## config.mk

```make
export PLATFORM = sky130hd
export DESIGN_NAME = sac_lookup
export DESIGN_NICKNAME = d
export VERILOG_FILES = /design/src/hw/rtl/sac_pkg.sv /design/src/hw/rtl/sac_lookup.sv
export SDC_FILE = /design/constraint.sdc
export NUM_CORES = 1
export LEC_CHECK = 0
export ABC_AREA = 1
export BUFFER_PORTS_ARGS = -buffer_cell sky130_fd_sc_hd__buf_2
export CAP_MARGIN = 20
export CORE_AREA = 2 2 324 326
export DETAILED_ROUTE_END_ITERATION = 10
export DIE_AREA = 0 0 326 328
export GPL_TIMING_DRIVEN = 0
export PLACE_DENSITY = 0.44
export SETUP_SLACK_MARGIN = 0.15
export SYNTH_ARGS = -nofsm -noshare
export SYNTH_HDL_FRONTEND = slang
export SYNTH_SLANG_ARGS = --single-unit
```

## constraint.sdc

```tcl
create_clock -name vclk -period 19.3
set_input_delay 3.86 -clock vclk [all_inputs]
set_output_delay 3.86 -clock vclk [all_outputs]
set_load 0.02 [all_outputs]
```

## src/hw/rtl/sac_pkg.sv

```systemverilog
package sac_pkg;

  // Default geometry, handed to the top level as parameter defaults
  localparam int unsigned MAX_SET_BITS_DEF = 6;
  localparam int unsigned MAX_WAYS_DEF     = 8;
  localparam int unsigned ADDR_WIDTH_DEF   = 64;
  localparam int unsigned STAMP_WIDTH_DEF  = 32;

  // Fixed field widths
  localparam int unsigned KIND_W     = 2;
  localparam int unsigned ADDR_FLD_W = 64;
  localparam int unsigned OUTCOME_W  = 2;
  localparam int unsigned COUNT_W    = 32;

  // Configuration port
  localparam int unsigned CFG_IDX_W  = 2;
  localparam int unsigned CFG_DATA_W = 6;
  localparam int unsigned SETB_W     = 3;
  localparam int unsigned OFFB_W     = 6;
  localparam int unsigned WAYS_W     = 4;

  localparam logic [CFG_IDX_W-1:0] CFG_SET_BITS    = 2'd0;
  localparam logic [CFG_IDX_W-1:0] CFG_OFFSET_BITS = 2'd1;
  localparam logic [CFG_IDX_W-1:0] CFG_WAYS        = 2'd2;

  localparam logic [SETB_W-1:0] SET_BITS_RST = 3'd4;
  localparam logic [OFFB_W-1:0] OFFSET_RST   = 6'd4;
  localparam logic [WAYS_W-1:0] WAYS_RST     = 4'd1;

  // Stream layouts (lowest bit first)
  localparam int unsigned IN_KIND_LSB   = 0;
  localparam int unsigned IN_ADDR_LSB   = IN_KIND_LSB + KIND_W;
  localparam int unsigned IN_TDATA_W    = 72;
  localparam int unsigned OUT_OC_LSB    = 0;
  localparam int unsigned OUT_XH_LSB    = OUT_OC_LSB + OUTCOME_W;
  localparam int unsigned OUT_HIT_LSB   = OUT_XH_LSB + 1;
  localparam int unsigned OUT_MISS_LSB  = OUT_HIT_LSB + COUNT_W;
  localparam int unsigned OUT_EVICT_LSB = OUT_MISS_LSB + COUNT_W;
  localparam int unsigned OUT_USED_W    = OUT_EVICT_LSB + COUNT_W;
  localparam int unsigned OUT_TDATA_W   = 104;

  typedef enum logic [KIND_W-1:0] {
    KIND_LOAD   = 2'd0,
    KIND_STORE  = 2'd1,
    KIND_MODIFY = 2'd2,
    KIND_IFETCH = 2'd3
  } kind_e;

  typedef enum logic [OUTCOME_W-1:0] {
    OC_HIT     = 2'd0,
    OC_MISS    = 2'd1,
    OC_EVICT   = 2'd2,
    OC_IGNORED = 2'd3
  } outcome_e;

  typedef enum logic [1:0] {
    ST_IDLE   = 2'b01,
    ST_LOOKUP = 2'b10
  } state_e;

  // Lookup verdict for one set
  typedef struct packed {
    logic hit;
    logic cold;
  } lookup_t;

  function automatic logic [COUNT_W-1:0] sat_inc(input logic [COUNT_W-1:0] v);
    sat_inc = (v == {COUNT_W{1'b1}}) ? v : v + 1'b1;
  endfunction

endpackage

```

## src/hw/rtl/sac_lookup.sv

```systemverilog
module sac_lookup #(
  parameter int unsigned MAX_WAYS    = sac_pkg::MAX_WAYS_DEF,
  parameter int unsigned ADDR_WIDTH  = sac_pkg::ADDR_WIDTH_DEF,
  parameter int unsigned STAMP_WIDTH = sac_pkg::STAMP_WIDTH_DEF,
  localparam int unsigned WAY_W      = (MAX_WAYS > 1) ? $clog2(MAX_WAYS) : 1,
  localparam int unsigned CNT_W      = $clog2(MAX_WAYS + 1)
) (
  input  logic [MAX_WAYS-1:0][ADDR_WIDTH-1:0]  tags_i,
  input  logic [MAX_WAYS-1:0][STAMP_WIDTH-1:0] stamps_i,
  input  logic [ADDR_WIDTH-1:0]                tag_i,
  input  logic [sac_pkg::WAYS_W-1:0]           ways_i,
  input  logic [CNT_W-1:0]                     fill_i,
  output sac_pkg::lookup_t                     res_o,
  output logic [WAY_W-1:0]                     way_o
);

  logic [MAX_WAYS-1:0]    match;
  logic                   found;
  logic [WAY_W-1:0]       hit_way;
  logic [WAY_W-1:0]       victim;
  logic [STAMP_WIDTH-1:0] oldest;
  logic                   cold;

  // tag compare on every valid, searched way
  always_comb begin
    for (int w = 0; w < MAX_WAYS; w++) begin
      match[w] = (w < 32'(ways_i)) && (w < 32'(fill_i)) && (tags_i[w] == tag_i);
    end
  end

  // first matching way wins
  always_comb begin
    found   = 1'b0;
    hit_way = '0;
    for (int w = 0; w < MAX_WAYS; w++) begin
      if (match[w] && !found) begin
        found   = 1'b1;
        hit_way = WAY_W'(w);
      end
    end
  end

  // first way holding the smallest stamp
  always_comb begin
    oldest = stamps_i[0];
    victim = '0;
    for (int w = 1; w < MAX_WAYS; w++) begin
      if ((w < 32'(ways_i)) && (stamps_i[w] < oldest)) begin
        oldest = stamps_i[w];
        victim = WAY_W'(w);
      end
    end
  end

  assign cold       = !found && (32'(fill_i) < 32'(ways_i));
  assign res_o.hit  = found;
  assign res_o.cold = cold;
  assign way_o      = found ? hit_way : (cold ? fill_i[WAY_W-1:0] : victim);

endmodule

```

# Yosys cells after proc, flatten, opt, wreduce, memory -nomap -nowiden
# Index checks and enable logic that the tools add are counted.
# op_classes
n_lt_le_gt_ge	24
n_eq_ne	8
muxes	30
n_reduce_logical	39
# ops
operator	count
64-bit == test	8
32-bit less-than comparator	7
32-bit two-way mux	6
3-bit two-way mux	13
3-bit by 4-bit less-than comparator with 1-bit output, first input constant	8
1-bit logical AND	31
1-bit by 4-bit less-than comparator with 1-bit output, first input constant	4
2-bit by 4-bit less-than comparator with 1-bit output, first input constant	4
1-bit two-way mux	10
1-bit logical NOT	8
4-bit less-than comparator	1
2-bit two-way mux	1
# word_totals
regBits	0
input_bits	840
output_inout_bits	5
word_cells	101

# Longest topological paths before layout
# logic_depth
depth_word	29
depth_mapped	101
depth_no_buf	93

# Least setup slack after synthesis
# No wires, ideal clock.
# synth_path
path_kind	input port to output port
start	input stamps_i[15] (netlist bit)
end	output way_o[0]
arrival_time_ns	15.067
path_slack_ns	0.373
cell_stages	81
path_buffers	9
path_cell_list	inv_1 ha_1 nand2_1 inv_1 nand3_1 nor3_1 nand2_1 nand2_1 nand2_1 nand2_2 clkbuf_1 clkbuf_1 nand2_1 o21ai_0 ha_1 a21oi_1 nor2_1 a211oi_1 (+45 left out) nand2_1 nor4_1 inv_1 nor4_1 nand2_1 nand2_1 buf_2 clkbuf_1 o21ai_1 ha_1 nand4_1 or3_1 nor4_1 nand2_1 nand2_1 nand2_1 nand2_1 nand2_1
# synth_between
elab_chain_len	23
word_cells_on_any_way	29
cone_classes	order compare: 7; mux: 15; reduce/logical: 7
# synth_lines
item	line_no	text
start: declaration	sac_lookup.sv:9	input logic [MAX_WAYS-1:0][STAMP_WIDTH-1:0] stamps_i,
32-bit less-than comparator	sac_lookup.sv:48	if ((w < 32'(ways_i)) && (stamps_i[w] < oldest)) begin
1-bit logical AND	sac_lookup.sv:48	
32-bit two-way mux	sac_lookup.sv:48	
32-bit less-than comparator	sac_lookup.sv:48	
1-bit logical AND	sac_lookup.sv:48	
32-bit two-way mux	sac_lookup.sv:48	
32-bit less-than comparator	sac_lookup.sv:48	
1-bit logical AND	sac_lookup.sv:48	
(+6 left out)	n/a	
32-bit two-way mux	sac_lookup.sv:48	
32-bit less-than comparator	sac_lookup.sv:48	
1-bit logical AND	sac_lookup.sv:48	
32-bit two-way mux	sac_lookup.sv:48	
32-bit less-than comparator	sac_lookup.sv:48	
1-bit logical AND	sac_lookup.sv:48	
3-bit two-way mux *	sac_lookup.sv:48	
3-bit two-way mux * (2 in a row)	sac_lookup.sv:58	assign way_o = found ? hit_way : (cold ? fill_i[WAY_W-1:0] : victim);
end: declaration	sac_lookup.sv:14	output logic [WAY_W-1:0] way_o
# Every way passes the cells marked *; elsewhere a longest branch is shown, timed or not.

# Final worst setup path
# layout_path
start	input stamps_i[5] (netlist bit)
end	output way_o[2]
# layout_between
elab_chain_len	23
word_cells_on_any_way	26
cone_classes	order compare: 7; mux: 12; reduce/logical: 7
# layout_lines
item	line_no
32-bit less-than comparator	sac_lookup.sv:48
1-bit logical AND	sac_lookup.sv:48
32-bit two-way mux *	sac_lookup.sv:48
32-bit less-than comparator	sac_lookup.sv:48
1-bit logical AND	sac_lookup.sv:48
32-bit two-way mux *	sac_lookup.sv:48
32-bit less-than comparator	sac_lookup.sv:48
1-bit logical AND	sac_lookup.sv:48
(+6 left out)	n/a
32-bit two-way mux	sac_lookup.sv:48
32-bit less-than comparator	sac_lookup.sv:48
1-bit logical AND	sac_lookup.sv:48
32-bit two-way mux	sac_lookup.sv:48
32-bit less-than comparator	sac_lookup.sv:48
1-bit logical AND	sac_lookup.sv:48
3-bit two-way mux *	sac_lookup.sv:48
3-bit two-way mux * (2 in a row)	sac_lookup.sv:58
# Marks and branches as above.

==> results.json <==
{
  "outcome": "finished, violations left",
  "violations": "setup timing",
  "nets": 4171,
  "synth_area_leaders": "ha_1 (20%), xor2_1 (18%), nand2_1 (15%)",
  "syn_inst": 2198,
  "grt_pass1_wl_um": 177000,
  "cts_hold_buf": 0,
  "antenna_found_initial": 101,
  "syn-cell-area_um2": 13400,
  "min_path_type": "in2out",
  "crit_start": "stamps_i[5]",
  "powerDensity_nw_per_um2": 58.8,
  "die_area_um2": 107000,
  "placed_cell_area_um2": 19300,
  "relSlewSlack_pct": 12.0,
  "pwr-share-comb_pct": 100.0,
  "vias": 21100,
  "worstPathArrival_ns": 15.85,
  "drtIter0Drc": 1924,
  "dp_cells": 4383,
  "rows": 118,
  "setup_viol": 3,
  "area_growth_pct": 69.3,
  "dr.pass1.iters": 5,
  "drv_slew": 0,
  "ant_nets": 0,
  "final_hold_viol_count": 0,
  "p_sw_share_pct": 57.2,
  "tightest_slew_ns": 1.32,
  "p_leak_nw": 10.9,
  "max_stage_delay_ns": 0.44,
  "grt_overflow": 0,
  "finalSetupTns_ns": -1.19,
  "avgSynthCellArea_um2": 6.09,
  "grt_use_met3_pct": 7.14,
  "setup_slack_ns": -0.411,
  "drv_cap": 0,
  "wirelength_um": 140000,
  "final_cell_mix": "buf_2 (775), nand2_1 (480), xor2_1 (278)",
  "fp.dieW_um": 326,
  "drc_errors": 0,
  "synthDistinctLibCells": 49,
  "grt_pass1_vias": 20100,
  "path_common_cell": "nand2_1",
  "crit_required_ns": 15.44,
  "core_area_um2": 103000,
  "drive_above_1_share_pct": 40.5,
  "p_clk_share_pct": 0,
  "critical_path.endpoint": "way_o[2]",
  "vias_per_cell": 4.66,
  "yosys_warnings": 0,
  "p_seq_share_pct": 0,
  "ir_worst_vdd_uv": 27.7,
  "die_y_um": 328,
  "io_pins": 845,
  "post-route-period-util_pct": 102,
  "place_hpwl_um": 125000,
  "cp_max_fo": 10,
  "grt_max_degree": 11,
  "syn-num-nets": 3251,
  "crit_slowest_cell": "o21ai_0",
  "regArea_um2": 0,
  "yosys.area.top_type_share_pct": 19.9,
  "utilization_pct": 22.0,
  "synth.yosys.seq_area_share_pct": 0,
  "synth_top_cell_by_area": "ha_1",
  "rsz0062_at_grt": "true",
  "wl_per_cell_um": 30.9,
  "power_mw": 1.33,
  "p_sw_mw": 0.763,
  "end_kind": "output port",
  "fin_crit_ns": 19.71,
  "gp_congestion": 1.03,
  "grt_use_met2_pct": 36.6,
  "max_freq_mhz": 50.7,
  "grt_usage_pct": 24.5,
  "p_int_mw": 0.570,
  "io_buffers": 786,
  "seq_cell_count": 0,
  "grt_util_met1_pct": 34.1,
  "initial_core_util_pct": 13.0,
  "finalInstanceArea_um2": 22700,
  "path_class": "in2out",
  "cp-start-kind": "input port",
  "clock_buffers": 0,
  "grt_busiest_layer": "met2",
  "final_cells": 4534,
  "final_common_cell": "buf_2"
}
-- through the flow --
step                      hold slack (ns)  setup WS [ns]
after floorplan                      7.98          0.373
after CTS                            8.37         -0.715
after global routing                 8.41          -1.06
after detailed placement             8.49          -7.05
final                                8.33         -0.411
after global placement               8.47          -7.18
-- how the worst min path moves through the flow --
| stage | startpoint | endpoint | slack (ns) | depth (start not counted) |
|---|---|---|---|---|
| 5_1_grt | fill_i[2] | way_o[2] | 8.41 | 6 |
| 4_1_cts | fill_i[2] | way_o[2] | 8.37 | 6 |
| 3_3_place_gp | fill_i[0] | way_o[0] | 8.47 | 6 |
| 3_5_place_dp | fill_i[0] | way_o[0] | 8.49 | 6 |
| 2_1_floorplan | fill_i[1] | way_o[1] | 7.98 | 4 |
| 6_report | fill_i[2] | way_o[2] | 8.33 | 6 |
-- worst max-delay path, delay by kind of cell --
kind,cells,cell delay (ns)
AO/OA/AOI/OAI,24,4.18
AND/OR/NAND/NOR,36,3.26
buffers and inverters,18,2.63
adder cells (fa/ha/maj),7,1.86
-- final cells by class --
type / count / area, um2
inverter: 191 / 734
multi-input combinational: 1909 / 13900
antenna: 38 / 95.1
fill: 11900 / 80500
timing repair buffer: 915 / 5270
tap: 1380 / 1730
buffer: 101 / 946
-- power by group through the flow --
stage               logic (mW)  registers [mW]  clock network [mW]
floorplan                0.550               0                   0
global placement         0.951               0                   0
detailed placement       0.959               0                   0
CTS                       1.17               0                   0
global route              1.46               0         0.000000118
finish                    1.33               0         0.000000257
-- logic make-up after synthesis --
kind of cell / share of synthesized area, %
simple gates: 29.4
compound gates: 22.4
xor+xnor: 20.1
buf+inv: 8.25
fa+ha+maj: 19.9
-- synth_stat cells (4+ instances only) --
library cell / n
inv_1: 178
xor2_1: 278
a31oi_1: 5
nand2_2: 4
nor2_1: 102
o221ai_1: 8
o21ai_1: 61
nor4b_1: 5
nor3_1: 16
or4_1: 6
ha_1: 213
a2111oi_0: 16
xnor2_1: 29
a22o_1: 5
nand3_1: 57
o221a_2: 4
or2_2: 16
nand4_1: 45
nor4_1: 92
a221oi_1: 20
a211oi_1: 28
o22ai_1: 55
clkinv_1: 5
o21ai_0: 172
o2111ai_1: 20
o21bai_1: 4
inv_2: 8
clkbuf_1: 94
buf_1: 4
nand3b_1: 5
nand2_1: 531
a21oi_1: 83
-- timing repair --
| action | in CTS | in global routing |
|---|---|---|
| endpoints found under the setup margin | 3 | 3 |
| setup buffers | 52 | 48 |
| pin swaps | 71 | 117 |
| gates resized for setup | 357 | 226 |
| cloned | 7 | 5 |
-- per-layer routing --
layer	share of wire, %	wire (um)
met5	0.36	510
met4	3.2	4500
met3	10	14200
met2	42	58500
met1	45	62500
Note: power is estimated with default switching activity, not from simulation.
