$ cat src/hw/rtl/sac_line_ram.sv
module sac_line_ram #(
  parameter int unsigned WIDTH  = 8,
  parameter int unsigned ADDR_W = 1
) (
  input  logic              clk_i,
  input  logic              we_i,
  input  logic [ADDR_W-1:0] waddr_i,
  input  logic [WIDTH-1:0]  wdata_i,
  input  logic              re_i,
  input  logic [ADDR_W-1:0] raddr_i,
  output logic [WIDTH-1:0]  rdata_o
);

  logic [WIDTH-1:0] mem [2**ADDR_W];
  logic [WIDTH-1:0] rdata_q;

  // one write port, one registered read port
  always_ff @(posedge clk_i) begin
    if (we_i) begin
      mem[waddr_i] <= wdata_i;
    end
    if (re_i) begin
      rdata_q <= mem[raddr_i];
    end
  end

  assign rdata_o = rdata_q;

endmodule

$ cat config.mk
export PLATFORM = sky130hd
export DESIGN_NAME = sac_line_ram
export DESIGN_NICKNAME = d
export VERILOG_FILES = /design/src/hw/rtl/sac_line_ram.sv
export SDC_FILE = /design/constraint.sdc
export NUM_CORES = 1
export LEC_CHECK = 0
export ABC_AREA = 1
export BUFFER_PORTS_ARGS = -buffer_cell sky130_fd_sc_hd__clkbuf_2
export CAP_MARGIN = 40
export CORE_UTILIZATION = 53
export DETAILED_ROUTE_END_ITERATION = 10
export GPL_TIMING_DRIVEN = 1
export PLACE_DENSITY = 0.8
export SYNTH_ARGS = -nofsm -noshare
export SYNTH_HDL_FRONTEND = slang
export SYNTH_SLANG_ARGS = --single-unit
$ cat constraint.sdc
create_clock -name clk_i -period 2.1 [get_ports clk_i]
set_clock_uncertainty 0.1 [all_clocks]
set_input_delay 0.42 -clock clk_i [delete_from_list [all_inputs] [get_ports clk_i]]
set_output_delay 0.42 -clock clk_i [all_outputs]
set_load 0.1 [all_outputs]
## Word level (Yosys, flattened, before mapping)

Memories as Yosys holds them, arrays and structs flattened. A register that Yosys moved wholly into a read port is not among the register bits.
Cells that the tools add are included.

| operators by class | value |
|---|---|
| multiplexer cells | 2 |

Operator list:

| cell | number |
|---|---|
| two-way mux 1 bit | 2 |

| word-level totals | value |
|---|---|
| flip-flop bits (word level) | 0 |
| RAM bits | 16 |
| input port bits | 13 |
| output and inout bits | 8 |
| memories kept | 1 |

Memory list:

| memory | words | bits a word | read ports | clocked after memory_dff | wr ports | RTL line | source |
|---|---|---|---|---|---|---|---|
| mem | 2 | 8 | 1 | 1 | 1 | 14 | `logic [WIDTH-1:0] mem [2**ADDR_W];` |

## Logic depth before layout (Yosys ltp)

Gate-level depths: netlist (run 1).

| logic depth | value |
|---|---|
| word-level depth | 2 |
| depth in mapped cells | 4 |
| gate-level depth less buffers | 3 |

## Worst setup path before layout (run 1)

OpenSTA, ideal clock, no wires.

| path | value |
|---|---|
| path type | register to output |
| start | register rdata_q[0] (netlist: rdata_o[0]) (read register of mem) |
| end | output port rdata_o[0] |
| data arrival time | 0.904 ns |
| required time | 1.580 ns |
| setup slack | 0.676 ns |
| stages on the path, launching flop included | 1 |
| buffers on the path | 0 |
| cells stage by stage | edfxtp_1 |

RTL lines:

| item | RTL line | source |
|---|---|---|
| start, declared | 15 | `logic [WIDTH-1:0] rdata_q;` |
| end, declared | 11 | `output logic [WIDTH-1:0] rdata_o` |

No word-level cell between the ends.

## Final worst setup path (run 1)

| path | value |
|---|---|
| start | register rdata_q[2] (netlist: rdata_o[2]) (read register of mem) |
| end | output port rdata_o[2] |

No word-level cell between the ends.

==> results of run 1 <==
-- kinds of logic after synthesis --
| logic type | share of synthesized area (%) |
|---|---|
| simple gates | 11.6 |
| flops | 85.7 |
| buf+inv | 2.68 |
-- metrics by stage --
stage / util, % / cell area (sq um)
after floorplan: - / 841
after global placement: 63.8 / 950
after detailed placement: 63.8 / 950
after CTS: 65.3 / 972
after global routing: 65.3 / 972
final: 65.3 / 972
-- state kept, by name (all words and copies together) (netlist names) --
signal	count
mem	16
rdata_o	8
-- power by group through the flow --
stage	Combinational, W	Clock (W)	Sequential (W)
after global routing	0.000137	0.000204	0.000576
after detailed placement	0.000130	0	0.000585
final	0.000129	0.000181	0.000573
after floorplan	0.0000221	0	0.000664
after CTS	0.000130	0.000192	0.000574
after global placement	0.000128	0	0.000583
-- placed cells by master, fill, tap and decap left out, drive strengths merged --
cell and instances:
nand2 25, clkbuf 23, inv 3, edfxtp 24, nor2 1
-- layer usage --
metal	GRT usage (%)	vias to the layer above	wire [microns]
met3	1.30	2	37
met2	22.2	14	542
met1	16.1	180	386
met4	13.5	0	16
met5	0	-	0
li1	-	229	-
-- worst paths after layout --
check / end / slack, ns / cells past startpoint
worst max-delay path: rdata_o[2] / 0.49 / 1
worst min-delay path: mem[0][3] / 0.21 / 1
worst max register to register: rdata_o[2] / 1.26 / 2
worst min register to register: rdata_o[6] / 0.43 / 2
-- area by class of cell --
| cell class | count | area [sq um] |
|---|---|---|
| sequential | 24 | 721 |
| fill | 111 | 517 |
| tap | 16 | 20.0 |
| inverter | 3 | 11.3 |
| multi-input combinational | 26 | 97.6 |
| clock buffer | 3 | 22.5 |
| timing repair buffer | 20 | 100 |
==> out/qor.json, run 1 <==
{
  "vias_per_cell": 4.62,
  "die_height_microns": 41.8,
  "grt_first_pass_wirelength_microns": 1700,
  "clockBufferDepth": 2,
  "cts_tree": "done",
  "report.power.total_w": 0.000884,
  "track_usage_pct": 13.9,
  "remaining_antenna_violation_count_after_routing": 0,
  "clk_transition_reported_paths_ns": 0.11,
  "holdCritStartpoint": "wdata_i[3]",
  "worstMarginPinSlew_ns": 0.612,
  "dieWidth_microns": 41.8,
  "timing.final.setup_violations": 0,
  "postSynth.asyncResetShare_pct": 0,
  "timing.critical_path.from_type": "flip-flop",
  "timing.slew.headroom_pct": 59.0,
  "yosysMostFrequentCell": "sky130_fd_sc_hd__nand2_1",
  "clkPwrFrac_pct": 20.5,
  "detailed_routing_iteration_count_for_the_pre_antenna_repair_pass": 2,
  "worst_slack_ns": 0.485,
  "power_frac_comb_pct": 14.6,
  "yosysUniqueCellTypes": 6,
  "unrepaired_setup_endpoints_after_global_routing": "false",
  "post_cts_resized": 0,
  "netlist_top_cells_count": "sky130_fd_sc_hd__nand2_1 (25), sky130_fd_sc_hd__edfxtp_1 (24), sky130_fd_sc_hd__inv_1 (2)",
  "critical_path.max_fanout": 1,
  "worst_path_max_delay_cell": "sky130_fd_sc_hd__clkbuf_2",
  "seq_power_share_pct": 64.8,
  "initial_utilization_pct": 56.5,
  "hold_viol": 0,
  "yosys_warnings": 0,
  "power_density_nw_per_um2": 909,
  "timing.final.crit_share_pct": 76.9,
  "grt_antenna_before_repair": 0,
  "fmax_mhz": 619,
  "required_ns": 1.58,
  "synth_enable_flop_cells": 24,
  "leakage_nw": 0.419,
  "route.vias.total": 425,
  "number_of_hold_buffers_added_after_cts": 0,
  "post-synth-top-area-fraction_pct": 85.7,
  "detail_route.wirelength_microns": 983,
  "dp.cells": 89,
  "rows": 14,
  "vias_in_the_first_global_route": 402,
  "cp.arrival_ns": 1.09,
  "placement.setup.worst_slack_ns": 0.600,
  "p_switching_w": 0.000231,
  "port_buffers": 20,
  "critPathKind": "reg2out",
  "grt_remaining_overflow": 0,
  "ctsRootBufferMaster": "sky130_fd_sc_hd__clkbuf_4",
  "final_sum_of_negative_setup_slack_ns": 0,
  "syn2layout_area_growth_pct": 15.6,
  "number_of_slew_limit_violations_in_the_final_report": 0,
  "nNetsFinal": 91,
  "fin_crit_ns": 1.61,
  "instances_no_fill": 92,
  "p_int_w": 0.000653,
  "synth_largest_area_cell": "sky130_fd_sc_hd__edfxtp_1",
  "gpl.final_weighted_congestion": 0.620,
  "critical-path-top-delay-family": "buffers and inverters",
  "synth.net_count": 67,
  "synth_seq_area_share_pct": 85.7,
  "core_area_sq_um": 1490,
  "drc": 0,
  "hold_path_class": "in2reg",
  "htree_num_levels": 1,
  "cap_viol_max_count": 0,
  "swShare_pct": 26.1,
  "die-area_sq_um": 1750,
  "post_route_cells_drive_above_1_share_pct": 31.6,
  "post_synth.cell_area_avg_sq_um": 15.6,
  "grt_max_degree": 13,
  "syn-instance-count": 54,
  "io_pins": 21,
  "crit_chain": "clkbuf_2",
  "run_status": "completed",
  "post-dp-hpwl_microns": 762,
  "n_antenna_cell": 0,
  "timing.hold.ws_ns": 0.207,
  "cts_setup_buffers": 0,
  "critical-path-max-stage-delay_ns": 0.45,
  "cts.sink_count": 24,
  "r2r-start": "mem[1][2]",
  "power.ir.vdd_worst_v": 0.000549,
  "worst_setup_sp": "rdata_o[2]",
  "ys_top_cells_by_area": "sky130_fd_sc_hd__edfxtp_1 (86%), sky130_fd_sc_hd__nand2_1 (11%), sky130_fd_sc_hd__buf_6 (1.3%)",
  "worstPathBufferInverterCount": 1,
  "mappedNetlistArea_sq_um": 841,
  "cts_buf_count": 3,
  "critPathCaptureType": "primary output",
  "clock_network_latency_to_the_later_pin_of_the_worst_skew_pair_ns": 0.29,
  "detail_route.wl_per_cell_microns": 10.7,
  "synth_flop_cell": "sky130_fd_sc_hd__edfxtp_1",
  "ys_seq_elements": 24,
  "drt-initial-drc-count": 3
}
Power figures use the tool's default switching activity.
==> run 2: changes to the inputs <==
--- a/config.mk
+++ b/config.mk
@@ -8,10 +8,10 @@
 export ABC_AREA = 1
 export BUFFER_PORTS_ARGS = -buffer_cell sky130_fd_sc_hd__clkbuf_2
 export CAP_MARGIN = 40
-export CORE_UTILIZATION = 53
+export CORE_UTILIZATION = 44
 export DETAILED_ROUTE_END_ITERATION = 10
 export GPL_TIMING_DRIVEN = 1
-export PLACE_DENSITY = 0.8
+export PLACE_DENSITY = 0.71
 export SYNTH_ARGS = -nofsm -noshare
 export SYNTH_HDL_FRONTEND = slang
 export SYNTH_SLANG_ARGS = --single-unit
==> constraint.sdc (replaced) <==
create_clock -name clk_i -period 1.29 [get_ports clk_i]
set_clock_uncertainty 0.1 [all_clocks]
set_input_delay 0.258 -clock clk_i [delete_from_list [all_inputs] [get_ports clk_i]]
set_output_delay 0.258 -clock clk_i [all_outputs]
set_load 0.1 [all_outputs]
==> run 2 against run 1 <==
Net effect:
- sequential power increased by 65%
- worst setup slack got worse by 0.48 ns
- clock-buffer cell count unchanged
- worst hold slack got worse by 0.17 ns
- first-iteration DRC count increased to 2.7 times the previous value
- clock power increased by 72%
- critical path depth unchanged
- combinational power increased by 110%
- wire length increased by 8.5%
- non-clock buffer count increased by 1
- register-to-register slack got worse by 0.82 ns
- final cell count increased by 12%
- critical path type unchanged
- largest power group unchanged
==> out/qor.json, run 2 (same netlist as run 1, synthesis figures left out) <==
{
  "run_status": "completed",
  "p_switching_w": 0.000399,
  "cts_setup_buffers": 0,
  "cap_viol_max_count": 0,
  "layout.cells.most_common": "sky130_fd_sc_hd__nand2_1",
  "number_of_slew_limit_violations_in_the_final_report": 0,
  "top_register": "mem",
  "r2r-start": "mem[0][6]",
  "hold_end": "mem[1][3]",
  "fmax_mhz": 778,
  "worstPathBufferInverterCount": 1,
  "grt_antenna_before_repair": 0,
  "fin_crit_ns": 1.29,
  "cts_buf_count": 3,
  "die_height_microns": 45.7,
  "drt-initial-drc-count": 8,
  "dieWidth_microns": 45.7,
  "cts_tree": "done",
  "clk_transition_reported_paths_ns": 0.12,
  "required_ns": 0.93,
  "rows": 15,
  "ctsRootBufferMaster": "sky130_fd_sc_hd__clkbuf_4",
  "placement.setup.worst_slack_ns": 0.220,
  "nNetsFinal": 92,
  "grt_first_pass_wirelength_microns": 1680,
  "die-area_sq_um": 2090,
  "critical_path.max_fanout": 1,
  "layout_common_cells": "sky130_fd_sc_hd__nand2_1 (25), sky130_fd_sc_hd__edfxtp_1 (24), sky130_fd_sc_hd__clkbuf_2 (12)",
  "grt_max_degree": 14,
  "clkPwrFrac_pct": 20.4,
  "cts.sink_count": 24,
  "unrepaired_setup_endpoints_after_global_routing": "true",
  "hold_path_class": "in2reg",
  "swShare_pct": 26.2,
  "leakage_nw": 0.466,
  "cp.arrival_ns": 0.93,
  "vias_per_cell": 4.41,
  "critPathKind": "reg2out",
  "vias_in_the_first_global_route": 428,
  "port_buffers": 20,
  "timing.final.crit_share_pct": 99.7,
  "htree_num_levels": 1,
  "detail_route.wl_per_cell_microns": 10.4,
  "final_core_utilization_pct": 63.2,
  "io_pins": 21,
  "rrSetupSlack_ns": 0.44,
  "seq_power_share_pct": 61.9,
  "timing.slew.headroom_pct": 80.7,
  "worstMarginPinSlew_ns": 0.289,
  "p_int_w": 0.00113,
  "drc": 0,
  "largest_reg_flops": 16,
  "hold_viol": 0,
  "critPathCaptureType": "primary output",
  "track_usage_pct": 12.3,
  "power_density_nw_per_um2": 1370,
  "post_route_cells_drive_above_1_share_pct": 32.1,
  "power.ir.vdd_worst_v": 0.000843,
  "holdCritStartpoint": "wdata_i[3]",
  "grt_remaining_overflow": 0,
  "detailed_routing_iteration_count_for_the_pre_antenna_repair_pass": 3,
  "final_sum_of_negative_setup_slack_ns": 0,
  "clock_network_latency_to_the_later_pin_of_the_worst_skew_pair_ns": 0.30,
  "syn2layout_area_growth_pct": 32.6,
  "r2r_cells": 2,
  "clockBufferDepth": 2,
  "critical-path-max-stage-delay_ns": 0.44,
  "gpl.final_weighted_congestion": 0.674,
  "crit_chain": "buf_12",
  "hold_path_depth": 1,
  "initial_utilization_pct": 47.7,
  "power_frac_comb_pct": 17.7,
  "detail_route.wirelength_microns": 1070,
  "route.vias.total": 454,
  "remaining_antenna_violation_count_after_routing": 0,
  "worst_slack_ns": 0.00442,
  "number_of_hold_buffers_added_after_cts": 0,
  "core_area_sq_um": 1760,
  "reg2reg_to": "rdata_o[6]",
  "critical-path-top-delay-family": "flip-flops",
  "timing.final.setup_violations": 0,
  "worst_path_max_delay_cell": "sky130_fd_sc_hd__edfxtp_1",
  "timing.critical_path.from_type": "flip-flop",
  "n_antenna_cell": 0
}
[run 2: changes by cell type in the layout (fill, tap and decap cells not counted), sizes merged]
cell / change
buf: +9
clkinv: +1
clkbuf: -8
[run 2: final cells by class]
| class | instances | area [sq um] |
|---|---|---|
| repair buffers | 21 | 228 |
| clock inverters | 1 | 3.75 |
| well taps | 25 | 31.3 |
| clock buffers | 3 | 22.5 |
| inverters | 3 | 11.3 |
| flip-flops and latches | 24 | 721 |
| fillers | 146 | 649 |
| multi-input cells | 26 | 97.6 |
[run 2: power groups by stage]
stage          logic (W)  clock network (W)  registers [W]
6_report        0.000269           0.000311       0.000943
5_1_grt         0.000283           0.000355       0.000948
4_1_cts         0.000271           0.000318       0.000944
3_5_place_dp    0.000271                  0       0.000962
3_3_place_gp    0.000267                  0       0.000960
2_1_floorplan  0.0000359                  0        0.00108
[run 2: per-layer routing]
layer,global-route usage (%),part of all wire (%),vias to the layer above
met2,19.4,50,18
met4,10.6,2.3,0
li1,-,-,233
met1,14.2,43,201
met5,0,0,-
met3,2.38,5.1,2
[run 2: worst max path at each step]
stage                from         end  slack (ns)  cells after the start
3_3_place_gp      waddr_i   mem[1][4]        0.26                      3
4_1_cts        rdata_o[0]  rdata_o[0]       -0.01                      1
3_5_place_dp         we_i   mem[1][0]        0.22                      3
5_1_grt        rdata_o[3]  rdata_o[3]       -0.03                      1
2_1_floorplan  rdata_o[0]  rdata_o[0]        0.03                      0
6_report       rdata_o[0]  rdata_o[0]       0.004                      1
[run 2: timing repair]
item | 4_1_cts | 5_1_grt
cloned | 0 | 0
setup endpoints to repair | 3 | 8
resized for setup | 0 | 0
[run 2: per-stage QoR]
stage / instance area (sq um) / std cells / hold slack (ns) / total power (W)
floorplan: 841 / 54 / 0.257 / 0.00112
CTS: 1110 / 103 / 0.0319 / 0.00153
global placement: 1090 / 99 / 0.349 / 0.00123
global route: 1110 / 103 / 0.0208 / 0.00159
finish: 1110 / 103 / 0.0383 / 0.00152
detailed placement: 1090 / 99 / 0.353 / 0.00123
==> run 3: changes to the inputs <==
--- a/config.mk
+++ b/config.mk
@@ -5,13 +5,12 @@
 export SDC_FILE = /design/constraint.sdc
 export NUM_CORES = 1
 export LEC_CHECK = 0
-export ABC_AREA = 1
 export BUFFER_PORTS_ARGS = -buffer_cell sky130_fd_sc_hd__clkbuf_2
 export CAP_MARGIN = 40
-export CORE_UTILIZATION = 44
+export CORE_UTILIZATION = 45
 export DETAILED_ROUTE_END_ITERATION = 10
 export GPL_TIMING_DRIVEN = 1
-export PLACE_DENSITY = 0.71
+export PLACE_DENSITY = 0.72
 export SYNTH_ARGS = -nofsm -noshare
 export SYNTH_HDL_FRONTEND = slang
 export SYNTH_SLANG_ARGS = --single-unit
==> run 3 against run 2 <==
Net effect:
- clock power down 3%
- global-route usage down 2.5 points
- clock-buffer cell count unchanged
- register-to-register slack worse by 0.14 ns
- non-clock buffer count unchanged
- largest power group unchanged
- highest routed layer is now met3
==> out/qor.json, run 3 <==
{
  "hold_end": "mem[0][4]",
  "largest_reg_flops": 16,
  "clk_transition_reported_paths_ns": 0.11,
  "timing.final.setup_violations": 0,
  "r2r_cells": 1,
  "run_status": "completed",
  "timing.final.crit_share_pct": 99.3,
  "reg2reg_to": "rdata_o[7]",
  "rows": 15,
  "critPathCaptureType": "primary output",
  "detailed_routing_iteration_count_for_the_pre_antenna_repair_pass": 3,
  "power.ir.vdd_worst_v": 0.000787,
  "mappedNetlistArea_sq_um": 865,
  "worstMarginPinSlew_ns": 0.358,
  "leakage_nw": 0.445,
  "multiInputGateArea_sq_um": 133,
  "remaining_antenna_violation_count_after_routing": 0,
  "vias_per_cell": 4.44,
  "post_synth.cell_area_avg_sq_um": 24.7,
  "fmax_mhz": 781,
  "route.vias.total": 373,
  "initial_utilization_pct": 49.0,
  "post-synth-top-area-fraction_pct": 83.4,
  "cts_buf_count": 3,
  "crit_chain": "buf_12",
  "yosysUniqueCellTypes": 5,
  "instances_no_fill": 84,
  "io_pins": 21,
  "clockBufferDepth": 2,
  "syn-instance-count": 35,
  "critical-path-top-delay-family": "flip-flops",
  "port_buffers": 20,
  "postSynth.asyncResetShare_pct": 0,
  "grt_max_degree": 14,
  "r2r-start": "mem[0][7]",
  "yosys_warnings": 0,
  "syn2layout_area_growth_pct": 31.7,
  "final_sum_of_negative_setup_slack_ns": 0,
  "hold_viol": 0,
  "cts_tree": "done",
  "gpl.final_weighted_congestion": 0.591,
  "yosysMostFrequentCell": "sky130_fd_sc_hd__edfxtp_1",
  "ctsRootBufferMaster": "sky130_fd_sc_hd__clkbuf_4",
  "die_height_microns": 45.8,
  "synth_largest_area_cell": "sky130_fd_sc_hd__edfxtp_1",
  "detail_route.wirelength_microns": 940,
  "synth.net_count": 48,
  "seq_area_sq_um": 721,
  "top_register": "mem",
  "number_of_hold_buffers_added_after_cts": 0,
  "worstPathBufferInverterCount": 1,
  "grt_first_pass_wirelength_microns": 1380,
  "timing.critical_path.from_type": "flip-flop",
  "power_density_nw_per_um2": 1350,
  "timing.slew.headroom_pct": 76.1,
  "timing.hold.ws_ns": 0.0423,
  "synth_enable_flop_cells": 24,
  "die-area_sq_um": 2100,
  "layout_common_cells": "sky130_fd_sc_hd__edfxtp_1 (24), sky130_fd_sc_hd__clkbuf_2 (12), sky130_fd_sc_hd__mux2_4 (8), sky130_fd_sc_hd__buf_12 (8), sky130_fd_sc_hd__clkbuf_4 (3)",
  "track_usage_pct": 9.75,
  "ys_top_cells_by_area": "sky130_fd_sc_hd__edfxtp_1 (83%), sky130_fd_sc_hd__mux2_4 (14%), sky130_fd_sc_hd__buf_6 (1.3%)",
  "vias_in_the_first_global_route": 324,
  "fin_crit_ns": 1.28,
  "num-fill-cells": 132,
  "unrepaired_setup_endpoints_after_global_routing": "true",
  "post_route_cells_drive_above_1_share_pct": 54.2,
  "clock_network_latency_to_the_later_pin_of_the_worst_skew_pair_ns": 0.29,
  "grt_remaining_overflow": 0,
  "htree_num_levels": 1,
  "cp.arrival_ns": 0.92,
  "layout.cells.most_common": "sky130_fd_sc_hd__edfxtp_1",
  "netlist_top_cells_count": "sky130_fd_sc_hd__edfxtp_1 (24), sky130_fd_sc_hd__mux2_4 (8), sky130_fd_sc_hd__and2_1 (1), sky130_fd_sc_hd__buf_6 (1), sky130_fd_sc_hd__nor2b_1 (1)",
  "synth_seq_area_share_pct": 83.4,
  "hold_path_class": "in2reg",
  "n_antenna_cell": 0,
  "critical-path-max-stage-delay_ns": 0.44,
  "dieWidth_microns": 45.8,
  "core_area_sq_um": 1760,
  "drc": 0,
  "grt_antenna_before_repair": 0,
  "detail_route.wl_per_cell_microns": 11.2,
  "dp.cells": 80,
  "rrSetupSlack_ns": 0.30,
  "holdCritStartpoint": "wdata_i[4]",
  "post_cts_resized": 0,
  "cts_setup_buffers": 0,
  "synth_flop_cell": "sky130_fd_sc_hd__edfxtp_1",
  "hold_path_depth": 1,
  "cap_viol_max_count": 0,
  "critical_path.max_fanout": 1,
  "worst_path_max_delay_cell": "sky130_fd_sc_hd__edfxtp_1",
  "cts.sink_count": 24,
  "nNetsFinal": 73,
  "ys_seq_elements": 24,
  "critPathKind": "reg2out",
  "drt-initial-drc-count": 3,
  "number_of_slew_limit_violations_in_the_final_report": 0,
  "required_ns": 0.93
}
-- run 3: cell types whose count changed in the layout (fill, tap and decap cells not counted) --
cell                      change
sky130_fd_sc_hd__inv_2        -1
sky130_fd_sc_hd__nor2_1       -1
sky130_fd_sc_hd__inv_1        -2
sky130_fd_sc_hd__nor2b_1      +1
sky130_fd_sc_hd__and2_1       +1
sky130_fd_sc_hd__nand2_1     -25
sky130_fd_sc_hd__mux2_4       +8
-- run 3: layout make-up --
class	instances	share of cell area [%]
clock inverter	1	0.330
timing repair buffer	21	20.0
tap	25	2.75
clock buffer	3	1.98
sequential	24	63.3
multi-input combinational	10	11.6
-- run 3: kinds of logic after synthesis --
kind of cell | synth area share, %
AND/OR/NAND/NOR | 1.45
flip-flops | 83.4
multiplexers | 13.9
buffers and inverters | 1.30
-- run 3: power by group --
part	internal [W]	switching [W]
combinational	0.000117	0.000173
clock	0.000113	0.000191
sequential	0.000921	0.0000234
total	0.00115	0.000387
-- run 3: worst max path at each step --
| stage | start | to | slack, ns | depth (start not counted) |
|---|---|---|---|---|
| final | rdata_o[6] | rdata_o[6] | 0.009 | 1 |
| after global routing | rdata_o[7] | rdata_o[7] | -0.05 | 1 |
| after CTS | rdata_o[6] | rdata_o[6] | -0.01 | 1 |
| after detailed placement | raddr_i | rdata_o[7] | 0.08 | 2 |
| after global placement | raddr_i | rdata_o[2] | 0.10 | 2 |
| after floorplan | rdata_o[0] | rdata_o[0] | 0.03 | 0 |
-- run 3: metrics by stage --
step | setup slack, ns | utilization, % | total power, W | area (sq um)
final | 0.00901 | 64.5 | 0.00154 | 1140
after floorplan | 0.0280 | - | 0.00114 | 865
after CTS | -0.0116 | 64.5 | 0.00156 | 1140
after global routing | -0.0495 | 64.5 | 0.00160 | 1140
after detailed placement | 0.0772 | 63.0 | 0.00126 | 1110
after global placement | 0.103 | 63.0 | 0.00125 | 1110
-- run 3: per-layer routing --
metal / share of wire (%) / GRT usage, % / wire length [microns] / vias to the layer above
li1: - / - / - / 188
met1: 42 / 11.8 / 396 / 167
met2: 51 / 16.6 / 480 / 18
met3: 6.7 / 2.78 / 63 / 0
met4: 0 / 3.53 / 0 / 0
met5: 0 / 0 / 0 / -
